### src/rtl/i2cbb_pkg.sv
// ----------------------------------------------------------------------------
// i2cbb_pkg
// Shared types and constants of the bit-banged I2C master waveform unit.
// ----------------------------------------------------------------------------
package i2cbb_pkg;

  localparam int unsigned AddrW = 7;
  localparam int unsigned ByteW = 8;
  localparam logic [AddrW-1:0] AddrReset = 7'h20;

  // One frame byte request as it arrives on the input side.
  typedef struct packed {
    logic             op;
    logic [ByteW-1:0] data;
    logic             first;
    logic             last;
    logic [ByteW-1:0] read_bits;
  } i2cbb_in_t;

  // One line-setting step as it leaves on the result side.
  typedef struct packed {
    logic             scl;
    logic             sda;
    logic [ByteW-1:0] read_byte;
    logic             last_step;
  } i2cbb_out_t;

  // Operation codes of the op field.
  localparam logic OpWrite = 1'b0;
  localparam logic OpRead  = 1'b1;

  // Phases of the line sequencer.
  typedef enum logic [2:0] {
    PH_IDLE,
    PH_START,
    PH_ADDR,
    PH_WR,
    PH_RD_REL,
    PH_RD_BITS,
    PH_RD_ACK,
    PH_STOP
  } i2cbb_phase_e;

  // Classified request handed from the front end to the sequencer.
  typedef struct packed {
    i2cbb_phase_e     entry;
    logic             op;
    logic             last;
    logic [ByteW-1:0] addr_byte;
    logic [ByteW-1:0] data;
    logic [ByteW-1:0] read_bits;
  } i2cbb_cmd_t;

endpackage

### src/rtl/i2cbb_fifo.sv
// ----------------------------------------------------------------------------
// i2cbb_fifo
// Small register-based first-in first-out queue with full and empty flags.
// ----------------------------------------------------------------------------
module i2cbb_fifo #(
  parameter int unsigned Width = 8,
  parameter int unsigned Depth = 2
) (
  input  logic             clk_i,
  input  logic             rst_ni,
  input  logic             push_i,
  input  logic [Width-1:0] wdata_i,
  output logic             full_o,
  input  logic             pop_i,
  output logic [Width-1:0] rdata_o,
  output logic             empty_o
);

  localparam int unsigned PtrW = (Depth > 1) ? $clog2(Depth) : 1;
  localparam int unsigned CntW = $clog2(Depth + 1);

  logic [Width-1:0] mem_q [Depth];
  logic [PtrW-1:0]  wr_ptr_q, wr_ptr_d;
  logic [PtrW-1:0]  rd_ptr_q, rd_ptr_d;
  logic [CntW-1:0]  cnt_q, cnt_d;
  logic             do_push, do_pop;

  assign full_o  = (cnt_q == CntW'(Depth));
  assign empty_o = (cnt_q == '0);
  assign do_push = push_i && !full_o;
  assign do_pop  = pop_i && !empty_o;
  assign rdata_o = mem_q[rd_ptr_q];

  always_comb begin
    wr_ptr_d = wr_ptr_q;
    rd_ptr_d = rd_ptr_q;
    cnt_d    = cnt_q;
    if (do_push) begin
      wr_ptr_d = (wr_ptr_q == PtrW'(Depth - 1)) ? '0 : wr_ptr_q + 1'b1;
    end
    if (do_pop) begin
      rd_ptr_d = (rd_ptr_q == PtrW'(Depth - 1)) ? '0 : rd_ptr_q + 1'b1;
    end
    if (do_push && !do_pop) begin
      cnt_d = cnt_q + 1'b1;
    end else if (do_pop && !do_push) begin
      cnt_d = cnt_q - 1'b1;
    end
  end

  always_ff @(posedge clk_i or negedge rst_ni) begin
    if (!rst_ni) begin
      wr_ptr_q <= '0;
      rd_ptr_q <= '0;
      cnt_q    <= '0;
    end else begin
      wr_ptr_q <= wr_ptr_d;
      rd_ptr_q <= rd_ptr_d;
      cnt_q    <= cnt_d;
    end
  end

  always_ff @(posedge clk_i) begin
    if (do_push) begin
      mem_q[wr_ptr_q] <= wdata_i;
    end
  end

  // The fill count never exceeds the depth.
  a_cnt_bound: assert property (@(posedge clk_i) disable iff (!rst_ni)
    cnt_q <= CntW'(Depth))
    else $error("fifo count beyond depth");

  // Pointers agree with the count: equal pointers mean empty or full.
  a_ptr_cnt: assert property (@(posedge clk_i) disable iff (!rst_ni)
    (wr_ptr_q == rd_ptr_q) |-> (empty_o || full_o))
    else $error("fifo pointers disagree with count");

  // A push into a non-full queue always leaves it non-empty.
  a_push_fill: assert property (@(posedge clk_i) disable iff (!rst_ni)
    (do_push && !do_pop) |=> !empty_o)
    else $error("fifo lost a pushed entry");

endmodule

### src/rtl/i2cbb_front.sv
// ----------------------------------------------------------------------------
// i2cbb_front
// Holds the slave address register and classifies each incoming frame byte.
// ----------------------------------------------------------------------------
module i2cbb_front
  import i2cbb_pkg::*;
(
  input  logic             clk_i,
  input  logic             rst_ni,
  input  logic             cfg_we_i,
  input  logic [AddrW-1:0] cfg_wdata_i,
  input  i2cbb_in_t        item_i,
  output i2cbb_cmd_t       cmd_o
);

  logic [AddrW-1:0] slave_addr_q;

  always_ff @(posedge clk_i or negedge rst_ni) begin
    if (!rst_ni) begin
      slave_addr_q <= AddrReset;
    end else if (cfg_we_i) begin
      slave_addr_q <= cfg_wdata_i;
    end
  end

  // The first phase depends on whether a start is needed and on the direction.
  always_comb begin
    cmd_o.op        = item_i.op;
    cmd_o.last      = item_i.last;
    cmd_o.addr_byte = {slave_addr_q, item_i.op};
    cmd_o.data      = item_i.data;
    cmd_o.read_bits = item_i.read_bits;
    if (item_i.first) begin
      cmd_o.entry = PH_START;
    end else if (item_i.op == OpRead) begin
      cmd_o.entry = PH_RD_REL;
    end else begin
      cmd_o.entry = PH_WR;
    end
  end

endmodule

### src/rtl/i2cbb_seq.sv
// ----------------------------------------------------------------------------
// i2cbb_seq
// Line sequencer: turns queued requests into one SCL/SDA step per cycle while the step queue is not full.
// ----------------------------------------------------------------------------
module i2cbb_seq
  import i2cbb_pkg::*;
(
  input  logic       clk_i,
  input  logic       rst_ni,
  input  i2cbb_cmd_t cmd_i,
  input  logic       cmd_empty_i,
  output logic       cmd_pop_o,
  output i2cbb_out_t res_o,
  output logic       res_push_o,
  input  logic       res_full_i
);

  i2cbb_phase_e     phase_q, phase_d, next_ph;
  logic [1:0]       sub_q, sub_d;
  logic [3:0]       bit_q, bit_d;
  logic [ByteW-1:0] sh_q, sh_d;
  i2cbb_cmd_t       cmd_q, cmd_d;
  logic             scl_q, scl_d, sda_q, sda_d;
  logic             step_en, ph_end, fin;

  assign step_en    = (phase_q != PH_IDLE) && !res_full_i;
  assign res_push_o = step_en;

  always_comb begin
    phase_d   = phase_q;
    sub_d     = sub_q + 2'd1;
    bit_d     = bit_q;
    sh_d      = sh_q;
    cmd_d     = cmd_q;
    scl_d     = scl_q;
    sda_d     = sda_q;
    ph_end    = 1'b0;
    next_ph   = PH_IDLE;
    cmd_pop_o = 1'b0;

    case (phase_q)
      PH_START: begin
        case (sub_q)
          2'd0:    sda_d = 1'b1;
          2'd1:    scl_d = 1'b1;
          2'd2:    sda_d = 1'b0;
          default: begin
            scl_d  = 1'b0;
            ph_end = 1'b1;
          end
        endcase
        next_ph = PH_ADDR;
      end
      PH_ADDR, PH_WR: begin
        if (!bit_q[3]) begin
          case (sub_q)
            2'd0:    sda_d = sh_q[ByteW-1];
            2'd1:    scl_d = 1'b1;
            default: begin
              scl_d = 1'b0;
              sh_d  = {sh_q[ByteW-2:0], 1'b0};
              bit_d = bit_q + 4'd1;
              sub_d = 2'd0;
            end
          endcase
        end else begin
          // Acknowledge clock; SDA keeps the last data bit.
          if (sub_q == 2'd0) begin
            scl_d = 1'b1;
          end else begin
            scl_d  = 1'b0;
            ph_end = 1'b1;
          end
        end
        if (phase_q == PH_ADDR) begin
          next_ph = (cmd_q.op == OpRead) ? PH_RD_REL : PH_WR;
        end else begin
          next_ph = cmd_q.last ? PH_STOP : PH_IDLE;
        end
      end
      PH_RD_REL: begin
        sda_d   = 1'b1;
        ph_end  = 1'b1;
        next_ph = PH_RD_BITS;
      end
      PH_RD_BITS: begin
        if (sub_q == 2'd0) begin
          scl_d = 1'b1;
        end else begin
          scl_d  = 1'b0;
          bit_d  = bit_q + 4'd1;
          sub_d  = 2'd0;
          ph_end = (bit_q == 4'd7);
        end
        next_ph = PH_RD_ACK;
      end
      PH_RD_ACK: begin
        case (sub_q)
          2'd0:    sda_d = 1'b0;
          2'd1:    scl_d = 1'b1;
          2'd2:    scl_d = 1'b0;
          default: begin
            sda_d  = 1'b1;
            ph_end = 1'b1;
          end
        endcase
        next_ph = cmd_q.last ? PH_STOP : PH_IDLE;
      end
      PH_STOP: begin
        case (sub_q)
          2'd0:    scl_d = 1'b0;
          2'd1:    sda_d = 1'b0;
          2'd2:    scl_d = 1'b1;
          default: begin
            sda_d  = 1'b1;
            ph_end = 1'b1;
          end
        endcase
        next_ph = PH_IDLE;
      end
      default: begin
        sub_d = sub_q;
      end
    endcase

    fin = ph_end && (next_ph == PH_IDLE);

    res_o.scl       = scl_d;
    res_o.sda       = sda_d;
    res_o.last_step = fin;
    res_o.read_byte = (fin && cmd_q.op == OpRead) ? cmd_q.read_bits : '0;

    if (!step_en) begin
      // Hold everything while stalled; an idle sequencer may still load.
      phase_d = phase_q;
      sub_d   = sub_q;
      bit_d   = bit_q;
      sh_d    = sh_q;
      scl_d   = scl_q;
      sda_d   = sda_q;
      ph_end  = 1'b0;
      fin     = 1'b0;
    end else if (ph_end) begin
      phase_d = next_ph;
      sub_d   = 2'd0;
      bit_d   = '0;
    end

    // The next request is taken when the current one finishes or none is active.
    if (((phase_q == PH_IDLE) || fin) && !cmd_empty_i) begin
      cmd_pop_o = 1'b1;
      cmd_d     = cmd_i;
      phase_d   = cmd_i.entry;
      sub_d     = 2'd0;
      bit_d     = '0;
    end

    if (phase_d != phase_q || cmd_pop_o) begin
      if (phase_d == PH_ADDR) begin
        sh_d = cmd_d.addr_byte;
      end else if (phase_d == PH_WR) begin
        sh_d = cmd_d.data;
      end
    end
  end

  always_ff @(posedge clk_i or negedge rst_ni) begin
    if (!rst_ni) begin
      phase_q <= PH_IDLE;
      sub_q   <= '0;
      bit_q   <= '0;
      scl_q   <= 1'b1;
      sda_q   <= 1'b1;
    end else begin
      phase_q <= phase_d;
      sub_q   <= sub_d;
      bit_q   <= bit_d;
      scl_q   <= scl_d;
      sda_q   <= sda_d;
    end
  end

  always_ff @(posedge clk_i) begin
    sh_q  <= sh_d;
    cmd_q <= cmd_d;
  end

  // No step is produced while the result queue is full.
  a_no_overflow: assert property (@(posedge clk_i) disable iff (!rst_ni)
    res_push_o |-> !res_full_i)
    else $error("step pushed into full result queue");

  // A request is only taken from a non-empty command queue.
  a_pop_valid: assert property (@(posedge clk_i) disable iff (!rst_ni)
    cmd_pop_o |-> !cmd_empty_i)
    else $error("pop from empty command queue");

  // SDA stays released while the slave drives the read bits.
  a_rd_released: assert property (@(posedge clk_i) disable iff (!rst_ni)
    (phase_q == PH_RD_BITS) |-> sda_q)
    else $error("SDA driven during read bits");

  // The bit counter never runs past the acknowledge slot.
  a_bit_bound: assert property (@(posedge clk_i) disable iff (!rst_ni)
    bit_q <= 4'd8)
    else $error("bit counter out of range");

  // Lines only move on a produced step.
  a_lines_stable: assert property (@(posedge clk_i) disable iff (!rst_ni)
    !res_push_o |=> ($stable(scl_q) && $stable(sda_q)))
    else $error("line level changed without a step");

endmodule

### src/rtl/i2c_master_bitbang_waveform_unit.sv
// ----------------------------------------------------------------------------
// i2c_master_bitbang_waveform_unit
// Bit-banged I2C master that expands frame byte requests into line steps.
// ----------------------------------------------------------------------------
//
//  Channel   Direction  Handshake            Payload
//  --------  ---------  -------------------  ---------------------------------
//  request   in         push / full         item_i  (op, data, first, last,
//                                                     read_bits)
//  step      out        empty / pop          step_o  (scl, sda, read_byte,
//                                                     last_step)
//  config    in         cfg_we_i             cfg_wdata_i (slave address)
//
//  A request is expanded in the sequencer into line steps, phase by phase:
//  start, address or write byte, read byte, stop. A request is accepted
//  whenever the command queue has room, so the next request waits in the
//  queue while the current one is expanded.
//  The sequencer stalls only when the step queue is full; pop may be held
//  low for any time without losing a step.
//  Reset leaves both lines released high and the slave address at 0x20.
// ----------------------------------------------------------------------------
module i2c_master_bitbang_waveform_unit
  import i2cbb_pkg::*;
#(
  parameter int unsigned CmdDepth = 2,
  parameter int unsigned ResDepth = 2
) (
  input  logic             clk_i,
  input  logic             rst_ni,
  // Configuration write port for the slave address.
  input  logic             cfg_we_i,
  input  logic [AddrW-1:0] cfg_wdata_i,
  // Request side.
  input  logic             push,
  output logic             full,
  input  i2cbb_in_t        item_i,
  // Step side.
  output logic             empty,
  input  logic             pop,
  output i2cbb_out_t       step_o
);

  localparam int unsigned CmdW = $bits(i2cbb_cmd_t);
  localparam int unsigned ResW = $bits(i2cbb_out_t);

  i2cbb_cmd_t cmd_in, cmd_out;
  i2cbb_out_t res_in;
  logic       cmd_empty, cmd_pop;
  logic       res_full, res_push;
  logic [CmdW-1:0] cmd_rdata;
  logic [ResW-1:0] res_rdata;

  // Front end: address register and request classification.
  i2cbb_front u_front (
    .clk_i       (clk_i),
    .rst_ni      (rst_ni),
    .cfg_we_i    (cfg_we_i),
    .cfg_wdata_i (cfg_wdata_i),
    .item_i      (item_i),
    .cmd_o       (cmd_in)
  );

  // Command queue decouples request acceptance from the line sequencer.
  i2cbb_fifo #(
    .Width (CmdW),
    .Depth (CmdDepth)
  ) u_cmd_fifo (
    .clk_i   (clk_i),
    .rst_ni  (rst_ni),
    .push_i  (push),
    .wdata_i (cmd_in),
    .full_o  (full),
    .pop_i   (cmd_pop),
    .rdata_o (cmd_rdata),
    .empty_o (cmd_empty)
  );

  assign cmd_out = i2cbb_cmd_t'(cmd_rdata);

  // Back end: produces one line step per cycle while the step queue has room.
  i2cbb_seq u_seq (
    .clk_i       (clk_i),
    .rst_ni      (rst_ni),
    .cmd_i       (cmd_out),
    .cmd_empty_i (cmd_empty),
    .cmd_pop_o   (cmd_pop),
    .res_o       (res_in),
    .res_push_o  (res_push),
    .res_full_i  (res_full)
  );

  // Step queue is the output register stage; it lets pop stall freely.
  i2cbb_fifo #(
    .Width (ResW),
    .Depth (ResDepth)
  ) u_res_fifo (
    .clk_i   (clk_i),
    .rst_ni  (rst_ni),
    .push_i  (res_push),
    .wdata_i (res_in),
    .full_o  (res_full),
    .pop_i   (pop),
    .rdata_o (res_rdata),
    .empty_o (empty)
  );

  assign step_o = i2cbb_out_t'(res_rdata);

endmodule
### config.mk
export PLATFORM = sky130hd
export DESIGN_NAME = i2c_master_bitbang_waveform_unit
export DESIGN_NICKNAME = d
export VERILOG_FILES = /design/src/rtl/i2cbb_pkg.sv /design/src/rtl/i2cbb_fifo.sv /design/src/rtl/i2cbb_front.sv /design/src/rtl/i2cbb_seq.sv /design/src/rtl/i2c_master_bitbang_waveform_unit.sv
export SDC_FILE = /design/constraint.sdc
export NUM_CORES = 1
export LEC_CHECK = 0
export BUFFER_PORTS_ARGS = -buffer_cell sky130_fd_sc_hd__buf_2
export CAP_MARGIN = 20
export CORE_MARGIN = 10
export CORE_UTILIZATION = 57
export CTS_BUF_LIST = sky130_fd_sc_hd__clkbuf_8 sky130_fd_sc_hd__clkbuf_16
export DETAILED_ROUTE_END_ITERATION = 16
export PLACE_DENSITY_LB_ADDON = 0.2
export SYNTH_ARGS = -nofsm -noshare
export SYNTH_HDL_FRONTEND = slang
export SYNTH_HIERARCHICAL = 1
export SYNTH_SLANG_ARGS = --single-unit
### constraint.sdc
create_clock -name clk_i -period 3.3 [get_ports clk_i]
set_input_delay 0.33 -clock clk_i [delete_from_list [all_inputs] [get_ports clk_i]]
set_output_delay 0.33 -clock clk_i [all_outputs]
set_load 0.1 [all_outputs]
==> results_dict.tcl, run 1 <==
set metrics [dict create \
    max_slew_margin_pct 54.1 \
    period_share_pct 93.7 \
    die_x_um 126 \
    synth_sequential_area_ratio_pct 59.6 \
    firstDrtPassIters 4 \
    worst_pin_slew_ns 0.688 \
    crit_required_ns 3.59 \
    h-tree-depth 4 \
    ys_types 62 \
    cts_tree "done" \
    clock_path_buffers 2 \
    grt_pass1_wl_um 18200 \
    num_rows 38 \
    cts_sinks 140 \
    nNetsFinal 526 \
    path_max_fanout 25 \
    period_needed_ns 3.09 \
    setup_viol_count_final 0 \
    cap_violations 0 \
    layout_commonest_cell "edfxtp_1" \
    worstSkewPairLatency_ns 0.42 \
    final_cell_mix "90 x edfxtp_1, 43 x buf_2, 36 x mux2_4" \
    pin_count 44 \
    syn_nets 496 \
    fp.dieArea_sq_um 15900 \
    ant_nets 0 \
    syn_area_sq_um 6430 \
    die_y_um 126 \
    grt_overflow 0 \
    fin_tns_setup_ns 0 \
    drv_slew 0 \
    stdcell_count 640 \
    antenna_found_initial 0 \
    yosys_warnings 6 \
    cp.buffers_inverters 3 \
    hold_viol_final 0 \
    worst_setup_path_start_kind "flip-flop" \
    gp_congestion 0.848 \
    avgViaCountPerCell 5.62 \
    grt_pass1_vias 3667 \
    cts_buffers 17 \
    synth-main-ff-cell "edfxtp_1" \
    endpoint_kind "flip-flop" \
    synthCells 457 \
    multiInputGateArea_sq_um 2240 \
    skew_ns 0.0115 \
    place_hpwl_um 7470 \
    netlist.area_leader.share_pct 42.0 \
    io_buffers 43 \
    cpMaxStageDelayCell "a211oi_4" \
    drc 0 \
    layout-drive-gt1-share_pct 30.8 \
    crit_chain "inv_1, ha_1, nand2b_1, a221o_1, a211oi_4, buf_12, o2bb2ai_1, buf_4, mux2i_1, mux2i_1" \
    critPathArrivalTime_ns 3.38 \
    ff_latch_area_sq_um 3840 \
    grt_start_max_net_pins 30 \
    root_buffer "clkbuf_16" \
    initial_core_util_pct 58.8 \
    coreArea_sq_um 10900 \
    drt-total-wl_um 11200 \
    status "completed" \
    max_freq_ghz 0.323 \
    avgSynthCellArea_sq_um 14.1 \
    routedWlPerCell_um 17.5 \
    n_fill_cell 788 \
    synthArstFlopShare_pct 18.6 \
    drtIter0Drc 209 \
    dp_cells 607 \
    netlist_top_cells_area "edfxtp_1 42%, dfrtp_1 8.9%, mux2_4 8.4%" \
    post_cts_buffers 0 \
    hold_path.class "in2reg" \
    synth_edf_count 90 \
    rsz0062_at_grt "no" \
    ys_ff_latch 140 \
    area_growth_pct 12.2 \
    track_usage_pct 14.2 \
    cpMostUsedCell "mux2i_1" \
    critPathKind "reg2reg" \
    cpLargestDelayFamily "compound AO/OA/AOI/OAI gates" \
    path_clk_slew_ns 0.06 \
    synth_area_leader_cell "edfxtp_1" \
    vias 3599 \
    critPathMaxStageDelay_ns 0.50 \
    n_antenna_cell 0 \
]
## stage by stage
stage	hold WS, ns	utilization, %	cell area, sq um	setup slack (ns)
after detailed placement	0.411	60.4	6610	0.208
after floorplan	0.0344	-	6430	0.377
after global routing	0.0841	66.1	7220	0.0111
after global placement	0.394	60.4	6610	0.330
final	0.0970	66.1	7220	0.207
after CTS	0.0811	66.1	7220	0.194
## cells in the mapped netlist (all sizes together), types with 2 or more instances
| master | count |
|---|---|
| a21o | 2 |
| mux2i | 28 |
| a211oi | 6 |
| nand2b | 8 |
| o211ai | 4 |
| dfrtp | 23 |
| clkbuf | 7 |
| a21oi | 11 |
| dfxtp | 24 |
| xnor2 | 6 |
| nand3 | 2 |
| o22ai | 3 |
| xor2 | 4 |
| a31oi | 5 |
| ha | 8 |
| or3 | 3 |
| buf | 36 |
| o31a | 2 |
| mux2 | 64 |
| nand2 | 27 |
| nor3 | 2 |
| nor2b | 6 |
| o21ai | 19 |
| nor2 | 17 |
| inv | 14 |
| edfxtp | 90 |
| and3 | 11 |
| dfstp | 3 |
## path summary, 6_finish.rpt
check,startpoint,to,slack [ns],cells past startpoint
setup reg to reg,u_seq/sub_q[1],u_seq/sh_q[0],0.21,10
setup / recovery,u_seq/sub_q[1],u_seq/sh_q[0],0.21,10
hold / removal,item_i[7],u_cmd_fifo/mem_q[1][7],0.1,1
hold reg to reg,u_seq/sh_q[0],u_seq/sh_q[0],0.47,2
min in group asynchronous,rst_ni,u_res_fifo/cnt_q[1],0.49,2
max in group asynchronous,rst_ni,u_cmd_fifo/rd_ptr_q,2.33,2
## sequential cells by signal, summed over array words and instances, names as in the netlist
name,count
u_seq/sub_q,2
u_res_fifo/rd_ptr_q,1
u_seq/scl_q,1
u_cmd_fifo/cnt_q,2
u_seq/bit_q,4
u_res_fifo/cnt_q,2
u_front/slave_addr_q,7
u_cmd_fifo/mem_q,58
u_seq/phase_q,3
u_res_fifo/mem_q,22
u_res_fifo/wr_ptr_q,1
u_seq/sh_q,8
u_seq/sda_q,1
u_seq/cmd_q,26
u_cmd_fifo/wr_ptr_q,1
u_cmd_fifo/rd_ptr_q,1
## logic make-up (layout without fill, tap and decap cells)
group                      count (synthesis)  after routing  synth area share, %
DFF                                      140            140                 59.6
muxes                                     92             92                 17.7
and+or+nand+nor                           82             82                 6.53
AOI/OAI and AO/OA                         67             67                 7.41
buffers and inverters                     57            100                 5.58
xor gates and xnor gates                  10             10                 1.48
adders and majority gates                  9              9                 1.71
## timing repair
| item | CTS | global route |
|---|---|---|
| hold buffers | 1 | 0 |
| endpoints found under the hold margin | 23 | 0 |
| setup endpoints to repair | 0 | 2 |
| resized for setup | 0 | 0 |
## layout make-up
type,instances,area share [%]
Sequential cell,140,53.1
Inverter,14,0.728
Multi-Input combinational cell,260,31.0
Timing Repair Buffer,54,4.33
Clock inverter,13,1.77
Clock buffer,19,6.58
Tap cell,140,2.43
## layer usage
layer | track usage [%] | vias up | share of wire, %
met5 | 0 | - | 0
met4 | 7.23 | 0 | 1.7
met3 | 4.03 | 15 | 4.6
met2 | 22.9 | 75 | 49
met1 | 17.2 | 1775 | 44
li1 | - | 1734 | -
Power of run 1 is left out: the tool's default activity adds up to more than one toggle a clock period on the data nets, which glitch-free logic cannot reach.
==> run 2, diff against run 1 <==
- SYNTH_HIERARCHICAL: 1 -> default
==> run 2 against run 1 <==
Fmax increased by 3.7%. Die area decreased by 2.9%. Setup slack improved by 0.11 ns. Synthesized area decreased by 3.5%. Synthesized cell count increased by 5.7%. Wire length increased by 3.6%. Non-clock buffer count increased by 19. Register-to-register slack improved by 0.11 ns. Clock skew decreased by 0.0048 ns. Worst hold slack got worse by 0.070 ns.
==> results_dict.tcl, run 2 <==
set metrics [dict create \
    place_area_sq_um 6570 \
    place_hpwl_um 7770 \
    worst_setup_path_start_kind "flip-flop" \
    period_share_pct 90.3 \
    synthCells 483 \
    hold_path.class "in2reg" \
    setup_viol_count_final 0 \
    worstSkewPairLatency_ns 0.52 \
    track_usage_pct 15.2 \
    firstDrtPassIters 4 \
    grt_pass1_wl_um 19400 \
    cellInternalPower_w 0.00481 \
    syn_area_sq_um 6210 \
    antenna_found_initial 0 \
    crit_chain "inv_1, ha_1, o32ai_2, or3_1, a31o_2, inv_2, ha_1, nor2_1, xor2_1" \
    avgSynthCellArea_sq_um 12.9 \
    die_y_um 124 \
    leakage_nw 2.90 \
    cts-hold-fix-buffers 16 \
    seq_power_share_pct 36.5 \
    synth.most_common_cell "edfxtp_1" \
    largest_reg_flops 56 \
    pin_count 44 \
    drc 0 \
    avgViaCountPerCell 5.55 \
    skew_ns 0.00676 \
    post_cts_buffers 0 \
    drtIter0Drc 226 \
    path_clk_slew_ns 0.06 \
    hold-worst-slack_ns 0.0265 \
    combPwrFrac_pct 42.6 \
    clock_path_buffers 2 \
    max_freq_ghz 0.335 \
    switching_share_pct 41.6 \
    grt_pass1_vias 3939 \
    finalInstanceArea_sq_um 7290 \
    die_x_um 124 \
    n_antenna_cell 0 \
    synth-main-ff-cell "edfxtp_1" \
    layout-drive-gt1-share_pct 23.8 \
    cts_buffers 17 \
    synth_sequential_area_ratio_pct 60.8 \
    cts_tree "done" \
    syn_nets 522 \
    io_buffers 43 \
    yosys_warnings 0 \
    initial_core_util_pct 57.8 \
    clkPwrFrac_pct 20.8 \
    ys_ff_latch 138 \
    grt_start_max_net_pins 48 \
    cts_sinks 138 \
    critPathArrivalTime_ns 3.43 \
    crit_required_ns 3.75 \
    net-switching-power_w 0.00343 \
    cpLargestDelayFamily "compound AO/OA/AOI/OAI gates" \
    netlist_top_cells_area "edfxtp_1 43%, dfrtp_1 9.3%, dfxtp_1 7.7%" \
    drt-total-wl_um 11600 \
    power_density_nw_per_um2 1130 \
    worst_pin_slew_ns 0.630 \
    num_rows 38 \
    grt_overflow 0 \
    fp.dieArea_sq_um 15500 \
    ir_worst_vdd_mv 0.816 \
    h-tree-depth 4 \
    max_slew_margin_pct 58.0 \
    regMostFlops "u_cmd_fifo.mem_q" \
    nNetsFinal 586 \
    root_buffer "clkbuf_8" \
    cpMostUsedCell "ha_1" \
    cap_violations 0 \
    fin_tns_setup_ns 0 \
    synth_commonest_cells "88 x edfxtp_1, 45 x mux2i_1, 36 x nor2_1" \
    endpoint_kind "flip-flop" \
    ant_nets 0 \
    rsz0062_at_grt "no" \
    layout_commonest_cell "edfxtp_1" \
    critPathKind "reg2reg" \
    ctsResizeCount 0 \
    ys_types 58 \
    cp.buffers_inverters 2 \
    final_cell_mix "88 x edfxtp_1, 45 x mux2i_1, 43 x buf_2" \
    critPathMaxStageDelay_ns 0.53 \
    coreArea_sq_um 10700 \
    period_needed_ns 2.98 \
    area_growth_pct 17.3 \
    top_regs "u_cmd_fifo.mem_q x56, u_seq.cmd_q x26, u_res_fifo.mem_q x22" \
    routedWlPerCell_um 16.5 \
    gp_congestion 0.830 \
    status "completed" \
    synth_area_leader_cell "edfxtp_1" \
    drv_slew 0 \
    synth_edf_count 88 \
    vias 3887 \
    cpMaxStageDelayCell "dfrtp_1" \
    path_max_fanout 13 \
    hold_viol_final 0 \
    synthArstFlopShare_pct 18.8 \
    netlist.area_leader.share_pct 42.5 \
]
run 2: per-layer routing:
layer  part of all wire, %  routed length [um]  up-vias  GRT usage, %
met3                   4.2                 480       16          4.68
met5                     0                   0        -             0
met4                   1.2                 144        0          5.21
met2                    51                5900       74          25.8
li1                      -                   -     1913             -
met1                    44                5040     1884          17.7
run 2: logic make-up (layout without fill, tap and decap cells):
family / Yosys count / in the layout / synth area share (%)
AOI/OAI and AO/OA: 100 / 100 / 10.4
xor gates and xnor gates: 10 / 10 / 1.41
adders and majority gates: 9 / 9 / 1.77
buffers and inverters: 40 / 117 / 3.00
DFF: 138 / 138 / 60.8
muxes: 78 / 78 / 13.5
and+or+nand+nor: 108 / 108 / 9.12
run 2: final timing paths:
check / startpoint / endpoint / slack [ns] / cells past startpoint
worst max register to register: u_seq.sub_q[0] / u_cmd_fifo.cnt_q[1] / 0.32 / 9
worst min-delay path: item_i[18] / u_cmd_fifo.mem_q[1][25] / 0.03 / 1
max in group asynchronous: rst_ni / u_cmd_fifo.rd_ptr_q / 2.49 / 2
min in group asynchronous: rst_ni / u_res_fifo.cnt_q[1] / 0.36 / 2
worst max-delay path: u_seq.sub_q[0] / u_cmd_fifo.cnt_q[1] / 0.32 / 9
worst min register to register: u_front.slave_addr_q[3] / u_cmd_fifo.mem_q[1][20] / 0.48 / 0
run 2: layout make-up:
type / instances / area [sq um]
clock buffers: 17 / 414
clock inverters: 15 / 126
fillers: 799 / 3460
inverters: 12 / 45.0
multi-input cells: 305 / 2250
flip-flops and latches: 138 / 3780
well taps: 140 / 175
repair buffers: 73 / 498
run 2: power by group through the flow:
stage | combinational (W) | clock [W] | sequential, W
floorplan | 0.00301 | 0 | 0.00282
global placement | 0.00343 | 0 | 0.00300
detailed placement | 0.00351 | 0 | 0.00304
CTS | 0.00355 | 0.00174 | 0.00301
global route | 0.00383 | 0.00183 | 0.00310
finish | 0.00351 | 0.00172 | 0.00301
run 2: per-stage QoR:
stage,total power (W),setup WS (ns),cells,util (%)
2_1_floorplan,0.00583,0.592,483,-
3_3_place_gp,0.00643,0.463,650,61.1
3_5_place_dp,0.00655,0.365,650,61.1
4_1_cts,0.00830,0.315,698,67.6
5_1_grt,0.00876,0.0977,700,67.8
6_report,0.00824,0.318,700,67.8
(Power assumes the default switching activity.)
